$ cat config.mk
export PLATFORM = sky130hd
export DESIGN_NAME = wide_256x256_multiplier_core_flat
export DESIGN_NICKNAME = d
export VERILOG_FILES = /design/src/wmul_pkg.sv /design/src/wmul_stream_if.sv /design/src/wmul_pp_cell.sv /design/src/wmul_col_cell.sv /design/src/wide_256x256_multiplier_core.sv /design/src/flat_wrapper.sv
export SDC_FILE = /design/constraint.sdc
export NUM_CORES = 1
export LEC_CHECK = 0
export ABC_AREA = 0
export CAP_MARGIN = 20
export CORE_MARGIN = 5
export CORE_UTILIZATION = 50
export DETAILED_ROUTE_END_ITERATION = 8
export DONT_BUFFER_PORTS = 1
export GPL_ROUTABILITY_DRIVEN = 0
export HOLD_SLACK_MARGIN = 0.05
export SYNTH_ARGS = -nofsm -noshare
export SYNTH_HDL_FRONTEND = slang
export SYNTH_SLANG_ARGS = --single-unit
$ cat constraint.sdc
create_clock -name clk -period 1.6 [get_ports clk]
set_input_delay 0 -clock clk [delete_from_list [all_inputs] [get_ports clk]]
set_output_delay 0 -clock clk [all_outputs]
set_load 0.005 [all_outputs]
$ cat src/wmul_pkg.sv
// package for the 256x256 multiplier core
// word geometry, limb types and the 32x32 split used by the cells
package wmul_pkg;
	localparam int WordW = 64;
	localparam int HalfW = 32;
	localparam int NumWords = 4;
	localparam int NumCells = 2 * NumWords;
	localparam int ColW = 2 * WordW + 4;
	localparam int CellLatency = 3;

	typedef logic [WordW-1:0] word_t;
	typedef word_t [NumWords-1:0] opnd_t;
	typedef word_t [NumCells-1:0] prod_t;
	typedef logic [ColW-1:0] col_t;
endpackage

$ cat src/wmul_stream_if.sv
// valid/ready channel carrying a payload of any type
// depends on nothing
interface wmul_stream_if #(parameter type payload_t = logic) (input logic clk);
	logic     valid;
	logic     ready;
	payload_t data;
	modport source (output valid, output data, input ready);
	modport sink (input valid, input data, output ready);
endinterface

$ cat src/wmul_pp_cell.sv
// one 64x64 partial product, four 32x32 multipliers then a registered add
// depends on wmul_pkg
module wmul_pp_cell (
	input  logic             clk,
	input  logic             en,
	input  wmul_pkg::word_t  x,
	input  wmul_pkg::word_t  y,
	output logic [2*wmul_pkg::WordW-1:0] p
);
	localparam int H = wmul_pkg::HalfW;
	logic [2*H-1:0] ll_s1, lh_s1, hl_s1, hh_s1;

	always_ff @(posedge clk) begin
		if (en) begin
			ll_s1 <= x[H-1:0] * y[H-1:0];
			lh_s1 <= x[H-1:0] * y[2*H-1:H];
			hl_s1 <= x[2*H-1:H] * y[H-1:0];
			hh_s1 <= x[2*H-1:H] * y[2*H-1:H];
			p <= {hh_s1, ll_s1} + {{H{1'b0}}, lh_s1, {H{1'b0}}}
				+ {{H{1'b0}}, hl_s1, {H{1'b0}}};
		end
	end
endmodule

$ cat src/wmul_col_cell.sv
// one column cell: sums its partial products, adds the carry handed in by its
// lower neighbour and hands the carry on; depends on wmul_pkg, wmul_pp_cell
module wmul_col_cell #(parameter int Col = 0) (
	input  logic                 clk,
	input  logic                 en,
	input  wmul_pkg::opnd_t      a,
	input  wmul_pkg::opnd_t      b,
	input  logic                 cin_valid,
	input  wmul_pkg::col_t       cin,
	output wmul_pkg::col_t       cout,
	output wmul_pkg::word_t      word
);
	localparam int W = wmul_pkg::WordW;
	localparam int N = wmul_pkg::NumWords;
	logic [2*W-1:0] pp [N];
	wmul_pkg::col_t sum_s3;
	wmul_pkg::col_t sum_d;
	wmul_pkg::col_t tot;

	for (genvar i = 0; i < N; i++) begin : g_pp
		if (Col - i >= 0 && Col - i < N) begin : g_on
			wmul_pp_cell u_pp (.clk, .en, .x(a[i]), .y(b[Col-i]), .p(pp[i]));
		end else begin : g_off
			assign pp[i] = '0;
		end
	end

	always_ff @(posedge clk) begin
		if (en) sum_s3 <= wmul_pkg::ColW'(pp[0]) + wmul_pkg::ColW'(pp[1])
			+ wmul_pkg::ColW'(pp[2]) + wmul_pkg::ColW'(pp[3]);
	end

	// column sum waits for the carry to reach this cell
	if (Col == 0) begin : g_nodly
		assign sum_d = sum_s3;
	end else begin : g_dly
		wmul_pkg::col_t dly_q [Col];
		always_ff @(posedge clk) begin
			if (en) begin
				dly_q[0] <= sum_s3;
				for (int d = 1; d < Col; d++) dly_q[d] <= dly_q[d-1];
			end
		end
		assign sum_d = dly_q[Col-1];
	end

	// carry ripples through the row one cell per register
	assign tot  = sum_d + (cin_valid ? cin : '0);
	assign cout = tot >> W;
	assign word = tot[W-1:0];
endmodule

$ cat src/wide_256x256_multiplier_core.sv
// 256x256 -> 512 bit unsigned multiplier. Takes one operand pair per cycle while
// not stalled. The partial products pass the multiplier and add registers of the
// cells and the column-sum register, then the carry row, one column cell per
// register. The pipeline stalls as a whole when the output is not taken.
// Depends on wmul_pkg, wmul_stream_if, wmul_col_cell.
module wide_256x256_multiplier_core (
	input  logic clk,
	input  logic arst_n,
	wmul_stream_if.sink   a,
	wmul_stream_if.sink   b,
	wmul_stream_if.source p
);
	localparam int N = wmul_pkg::NumCells;
	localparam int L = wmul_pkg::CellLatency + N;
	logic [L-1:0] vld_q;
	logic en, in_go;
	wmul_pkg::col_t carry [N+1];
	wmul_pkg::word_t words [N];
	// carry-row staging: col k lands in stage k, later words delayed
	wmul_pkg::prod_t row_q [N];
	wmul_pkg::prod_t row_d [N];
	wmul_pkg::col_t cry_q [N];
	wmul_pkg::col_t cry_d [N];

	assign en = !vld_q[L-1] || p.ready;
	assign in_go = a.valid && b.valid && en;
	assign a.ready = en && b.valid;
	assign b.ready = en && a.valid;
	assign p.valid = vld_q[L-1];
	assign p.data = row_q[N-1];

	always_ff @(posedge clk or negedge arst_n) begin
		if (!arst_n) vld_q <= '0;
		else if (en) vld_q <= {vld_q[L-2:0], in_go};
	end

	assign carry[0] = '0;
	for (genvar k = 0; k < N; k++) begin : g_col
		wmul_col_cell #(.Col(k)) u_col (
			.clk, .en, .a(a.data), .b(b.data),
			.cin_valid(k != 0), .cin(carry[k]),
			.cout(cry_d[k]), .word(words[k]));
		assign carry[k+1] = cry_q[k];
	end

	// stage k: add carry for column k, keep result words below k
	always_comb begin
		row_d[0] = '0;
		row_d[0][0] = words[0];
		for (int k = 1; k < N; k++) begin
			row_d[k] = row_q[k-1];
			row_d[k][k] = words[k];
		end
	end

	always_ff @(posedge clk) begin
		if (en) begin
			row_q <= row_d;
			cry_q <= cry_d;
		end
	end
endmodule

$ cat src/flat_wrapper.sv
// flat-port wrapper written by rule: the top's interface ports become plain ports
module wide_256x256_multiplier_core_flat 
  (clk, arst_n, a_valid, a_data, a_ready, b_valid, b_data, b_ready, p_valid, p_data, p_ready);
  wmul_stream_if a_i (.clk(clk));
  wmul_stream_if b_i (.clk(clk));
  wmul_stream_if p_i (.clk(clk));
  input  logic clk;
  input  logic arst_n;
  input wire logic [$bits(a_i.valid)-1:0] a_valid;
  input wire logic [$bits(a_i.data)-1:0] a_data;
  output wire logic [$bits(a_i.ready)-1:0] a_ready;
  input wire logic [$bits(b_i.valid)-1:0] b_valid;
  input wire logic [$bits(b_i.data)-1:0] b_data;
  output wire logic [$bits(b_i.ready)-1:0] b_ready;
  output wire logic [$bits(p_i.valid)-1:0] p_valid;
  output wire logic [$bits(p_i.data)-1:0] p_data;
  input wire logic [$bits(p_i.ready)-1:0] p_ready;
  assign a_i.valid = a_valid;
  assign a_i.data = a_data;
  assign a_ready = a_i.ready;
  assign b_i.valid = b_valid;
  assign b_i.data = b_data;
  assign b_ready = b_i.ready;
  assign p_valid = p_i.valid;
  assign p_data = p_i.data;
  assign p_i.ready = p_ready;
  wide_256x256_multiplier_core u_core (.clk(clk), .arst_n(arst_n), .a(a_i), .b(b_i), .p(p_i));
endmodule
==> reports/metrics.cfg, run 1 <==
[outcome]
status=finished clean

[cts]
htreeDepth=1
cts_tree=yes
cts_buffers=3
root_buffer=clkbuf_4
path_clk_slew_ns=0.11
clk-insertion-delay-late_ns=0.29
cts_buffer_depth=2
clock_sinks=22

[grt]
antenna_found_initial=0
grt_max_degree=25
grt-ovfl-total=0
grt_usage=0.0829
grt_pass1_vias=351
grt_first_pass_wirelength_um=1560

[run]
cap_violations=0

[floorplanning]
die-area_mm2=0.00248
io_pins=11
die_h_um=49.8
core_mm2=0.00151
start_util=0.527
rows=14
die_x_um=49.8

[critical_path]
ff2ff_setup_slack_ns=0.38
r2r_start=u_core.vld_q[10]
arrival_ns=1.23
cp-start-kind=flip-flop
cp_data_required_time_ns=1.60
critPathMaxFanout=24
crit_path_end_kind=output pin
r2r-end=u_core.vld_q[2]
critPathKind=reg2out
reg2reg_depth=2

[drt]
dr.first_iter.drc_count=0
viasPerCell=5.20
postRouteAntennaNets=0
drtPass1Iterations=1
wl_per_cell_um=14.8
routed_wl_um=950
drc=0
vias=333

[final_layout]
drive_gt1_frac=0.271
syn_to_final_growth_pct=10.7
n_antenna_cell=0
final_util=0.583
fin_cells=64
nNetsFinal=56

[timing]
fin_crit_sh=0.769
tns_ns=0
period_minus_slack_ns=1.23
skew_ns=0.000560
timing.final.max_slew_violations=0
fin_ws_ns=0.369
rsz0062_at_grt=false
timing.slew.headroom=0.672
hold_viol=0
max_freq_mhz=812
tightest_slew_ns=0.490
setup_violations=0

[logic_synthesis]
syn_area_um2=793
synthesis.nets=47
synth-seq-cells=22
syn-instance-count=40
ys_types=11
synth-seq-area-share=0.763
ys_warn_count=0
syn_avg_cell_area_um2=19.8

[placement]
place_ws_ns=0.393
placed_cells=55
io_buffers=0
dp_hpwl_um=607

[pwr]
p_leak_nw=0.391
powerDensity_mw_per_mm2=1730
ir_worst_vdd_mv=1.01

[worst_hold_path]
worstHoldPathType=in2async

synth_stat cells:
master / instances / area share
nand2b_4: 1 / 0.017
and2_1: 3 / 0.024
nand2b_1: 1 / 0.0079
inv_1: 1 / 0.0047
mux2_2: 4 / 0.057
mux2i_1: 1 / 0.013
edfxtp_1: 11 / 0.42
nand2_1: 1 / 0.0047
buf_6: 1 / 0.014
dfrtp_1: 11 / 0.35
mux2_4: 5 / 0.095
layout by cell type, fill, tap and decap left out, drive strengths merged:
cell         instances
edfxtp              11
dfrtp               11
mux2                 9
dlygate4sd3          5
and2                 3
clkbuf               3
nand2b               2
inv                  1
nand2                1
mux2i                1
clkinv               1
power breakdown:
part           switching [W]  leakage (nW)  internal [W]  total, W
Sequential          0.000107         0.257      0.000894   0.00100
Clock               0.000149        0.0154     0.0000906  0.000240
Combinational       0.000107         0.119      0.000171  0.000277
Total               0.000363         0.391       0.00116   0.00152
layer usage:
layer | track usage | up-vias | share of wire
met1 | 0.109 | 163 | 0.49
met4 | 0.0262 | 0 | 0
met2 | 0.119 | 10 | 0.44
li1 | - | 160 | -
met5 | 0 | - | 0
met3 | 0.0422 | 0 | 0.071
metrics by stage:
step	hold WS (ns)	instance area (µm²)	total power, W
finish	0.0931	878	0.00152
global route	0.124	878	0.00160
CTS	0.0964	878	0.00154
detailed placement	-0.295	802	0.00128
global placement	-0.295	802	0.00125
floorplan	-0.296	793	0.00123
final cells by class:
class / instances / area [µm²]
Clock buffer: 3 / 22.5
Clock inverter: 1 / 3.75
Fill cell: 116 / 628
Inverter: 1 / 3.75
Multi-Input combinational cell: 16 / 173
Sequential cell: 22 / 606
Tap cell: 16 / 20.0
Timing Repair Buffer: 5 / 50.0
what timing repair did:
action / in CTS / in global routing
hold buffers: 5 / 0
endpoints found under the hold margin: 13 / 0
endpoints found under the setup margin: 0 / 0
gates resized for setup: 0 / 0
buffers inserted: 0 / 0
critical path: stages, from the launching register on:
cell and delay, ns:
dfrtp_1 0.44, nand2b_4 0.29, and2_1 0.21
cells by family (layout without fill, tap and decap cells):
family,after synthesis,count (layout),synth area share
buffers and inverters,2,10,0.0189
DFF,22,22,0.763
muxes,10,10,0.164
and+or+nand+nor,6,6,0.0536
flip-flops by register name (all words and copies together), names as in the netlist:
| signal | flops |
|---|---|
| u_core.g_col.u_col.g_pp.g_on.u_pp.ll_s1 | 1 |
| u_core.vld_q | 11 |
| u_core.row_d | 7 |
| u_core.p.data | 1 |
| u_core.g_col.u_col.sum_d | 1 |
| u_core.g_col.u_col.g_pp.g_on.u_pp.p | 1 |
worst max path at each step:
| stage | from | end | slack (ns) | cells after the start |
|---|---|---|---|---|
| after floorplan | u_core.vld_q[10] | u_core.vld_q[3] | 0.48 | 3 |
| after detailed placement | u_core.vld_q[10] | u_core.vld_q[2] | 0.39 | 2 |
| after global placement | u_core.vld_q[10] | u_core.vld_q[2] | 0.43 | 2 |
| after CTS | u_core.vld_q[10] | a_ready | 0.36 | 2 |
| after global routing | u_core.vld_q[10] | a_ready | 0.28 | 2 |
| final | u_core.vld_q[10] | a_ready | 0.37 | 2 |
Power figures use the tool's default switching activity.
==> run 2, diff against run 1 <==
ABC_AREA = 1   (was 0)
PLACE_DENSITY = 0.68   (was default)
clock period = 1.1 ns   (was 1.6 ns; I/O delays follow)
==> run 2 against run 1 <==
  * The flow now finishes with violations (setup timing)
  * Clock power grew 150%
  * Setup slack worse by 0.38 ns
  * Routed wire length is 38% higher
  * Cell count up 52%
  * Largest cell class unchanged
  * Highest routed layer is now met4
==> reports/metrics.cfg, run 2 <==
[critical_path]
critPathKind=in2reg  ; was reg2out
critPathMaxFanout=2  ; was 24
cp_cell_sequence=dlygate4sd3_1 > nand2_1 > dlygate4sd3_1 > inv_1 > nand2_1 > nand2_1  ; was nand2b_4 > and2_1
r2r_start=u_core.vld_q[10]  ; unchanged
crit_family=buffers and inverters  ; was simple AND/OR/NAND/NOR gates
cp-start-kind=input port  ; was flip-flop
cp_data_required_time_ns=1.29  ; was 1.60 ns
cp-startpoint=b_valid  ; was u_core.vld_q[10]
crit_top_cell=nand2_1
crit_path_end_kind=flip-flop  ; was output pin
slowest_stage=dlygate4sd3_1  ; was dfrtp_1
path_buf_inv=3  ; was 0
arrival_ns=1.31  ; was 1.23 ns
ff2ff_setup_slack_ns=0.05  ; was 0.38 ns
max_stage_delay_ns=0.56  ; was 0.44 ns

[placement]
io_buffers=0  ; unchanged
dp_hpwl_um=695  ; was 607 µm
post_dp_cell_area_um2=837  ; was 802 µm²
place_ws_ns=0.171  ; was 0.393 ns

[outcome]
status=complete, but fails checks  ; was finished clean
failed_checks=setup timing

[drt]
viasPerCell=4.92  ; was 5.20
wl_per_cell_um=13.5  ; was 14.8 µm
vias=477  ; was 333
drtPass1Iterations=2  ; was 1
postRouteAntennaNets=0  ; unchanged
dr.first_iter.drc_count=1  ; was 0
drc=0  ; unchanged
routed_wl_um=1310  ; was 950 µm

[timing]
timing.final.max_slew_violations=0  ; unchanged
max_freq_mhz=897
timing.slew.headroom=0.672  ; about the same
fin_ws_ns=-0.0149  ; was 0.369 ns
hold_viol=0  ; unchanged
setup_violations=1  ; was 0
tightest_slew_ns=0.490  ; about the same
fin_crit_sh=1.01
whs_ns=0.0864  ; was 0.0931 ns
period_minus_slack_ns=1.11
rsz0062_at_grt=true  ; was false
skew_ns=0.00680  ; was 0.000560 ns

[final_layout]
final_util=0.667  ; was 0.583
regMostFlops=u_core.vld_q  ; unchanged
drive_gt1_frac=0.210  ; was 0.271
largest_reg_flops=11  ; unchanged
n_antenna_cell=0  ; unchanged
syn_to_final_growth_pct=25.7  ; was 10.7%
nNetsFinal=89  ; was 56
final_cell_area_mm2=0.00102  ; was 878 µm²
final_cell_mix=20 x nand2_1, 11 x edfxtp_1, 11 x dfrtp_1  ; was 11 x edfxtp_1, 11 x dfrtp_1, 5 x mux2_4, 5 x dlygate4sd3_1, 4 x mux2_2
final_common_cell=nand2_1

[cts]
cts_buffer_depth=2  ; unchanged
path_clk_slew_ns=0.12  ; was 0.11 ns
root_buffer=clkbuf_4  ; unchanged
htreeDepth=1  ; unchanged
clock_sinks=22  ; unchanged
clk-insertion-delay-late_ns=0.30  ; was 0.29 ns
cts_tree=yes  ; unchanged
cts_buffers=3  ; unchanged

[run]
cap_violations=0  ; unchanged

[floorplanning]
core_mm2=0.00152  ; was 0.00151 mm²
die_x_um=50.2  ; was 49.8 µm
die_h_um=50.2  ; was 49.8 µm
start_util=0.530  ; was 0.527
rows=14  ; unchanged
io_pins=11  ; unchanged
die-area_mm2=0.00252  ; was 0.00248 mm²

[logic_synthesis]
synth-seq-area-share=0.749  ; was 0.763
syn_area_um2=808  ; was 793 µm²
async_flop_share=0.500  ; unchanged
synthesis.nets=75  ; was 47
syn_avg_cell_area_um2=11.9  ; was 19.8 µm²
ys_types=9  ; was 11
synthTopCellsByArea=edfxtp_1 41%, dfrtp_1 34%, nand2_1 11%, nand3_1 6.2%, inv_1 3.3%  ; was edfxtp_1 42%, dfrtp_1 35%, mux2_4 9.5%, mux2_2 5.7%, and2_1 2.4%
synth-seq-cells=22  ; unchanged
syn-instance-count=68  ; was 40
synthTopCellsByCount=23 x nand2_1, 11 x dfrtp_1, 11 x edfxtp_1  ; was 11 x dfrtp_1, 11 x edfxtp_1, 5 x mux2_4
synth_top_area_share=0.409  ; was 0.416
ys_warn_count=0  ; unchanged
synth_most_common_cell=nand2_1
yosysTopAreaCell=edfxtp_1  ; unchanged
synth_edf_count=11  ; unchanged
synth_flop_cell=edfxtp_1  ; unchanged

[grt]
grt_first_pass_wirelength_um=2040  ; was 1560 µm
grt_usage=0.106  ; was 0.0829
grt_pass1_vias=452  ; was 351
grt-ovfl-total=0  ; unchanged
grt_max_degree=14  ; was 25
antenna_found_initial=0  ; unchanged

[pwr]
finalPower_w=0.00251  ; was 0.00152 W
powerDensity_mw_per_mm2=2480  ; was 1730 mW/mm²
p_leak_nw=0.494  ; was 0.391 nW
ir_worst_vdd_mv=1.43  ; was 1.01 mV

[worst_hold_path]
worstHoldPathType=in2async  ; unchanged

## run 2: cell count changes in the layout (fill, tap and decap cells not counted), moves of 2 or more
cell,change
buf_4,+3
nand2_2,+3
mux2_2,-4
mux2_4,-5
buf_12,+2
nand2_1,+19
and2_1,-3
inv_1,+5
nand3_1,+10
## run 2: path summary, 6_finish.rpt
path	to	cells after the start
worst max-delay path	u_core.vld_q[0]	6
worst min-delay path	u_core.vld_q[7]	1
worst max register to register	u_core.row_d[512]	3
worst min register to register	u_core.g_col[0].u_col.sum_d[0]	0
max in group asynchronous	u_core.vld_q[0]	1
min in group clk	a_ready	2
## run 2: cells by family (layout without fill, tap and decap cells)
logic type / after synthesis / after routing / share of synthesized area
and+or+nand+nor: 36 / 36 / 0.186
DFF: 22 / 22 / 0.749
buffers and inverters: 10 / 23 / 0.0650
## run 2: metal layers
metal | GRT usage | wire length (µm) | vias up
li1 | - | - | 243
met1 | 0.144 | 566 | 228
met2 | 0.165 | 699 | 4
met3 | 0.0178 | 30 | 2
met4 | 0.0524 | 13 | 0
met5 | 0 | 0 | -
## run 2: layout make-up
class,count,area (µm²)
Inverter,7,31.3
Tap cell,16,20.0
Multi-Input combinational cell,36,173
Timing Repair Buffer,12,134
Sequential cell,22,606
Clock inverter,1,30.0
Fill cell,118,508
Clock buffer,3,22.5
## run 2: power breakdown
group	switching, W	total, W	internal, W
Combinational	0.000270	0.000497	0.000226
Sequential	0.000151	0.00143	0.00128
Clock	0.000223	0.000591	0.000368
Total	0.000644	0.00251	0.00187
## run 2: what timing repair did
| item | 4_1_cts | 5_1_grt |
|---|---|---|
| setup endpoints to repair | 2 | 12 |
| pin swaps | 1 | 2 |
| resized for setup | 2 | 9 |
| cloned | 1 | 0 |
| buffers inserted | 2 | 1 |
| hold buffers | 6 | 0 |
| endpoints found under the hold margin | 18 | 0 |
## run 2: through the flow
step           setup TNS [ns]  cells
4_1_cts                     0     97
2_1_floorplan               0     68
6_report              -0.0149     97
3_3_place_gp                0     84
5_1_grt                -0.105     97
3_5_place_dp                0     84
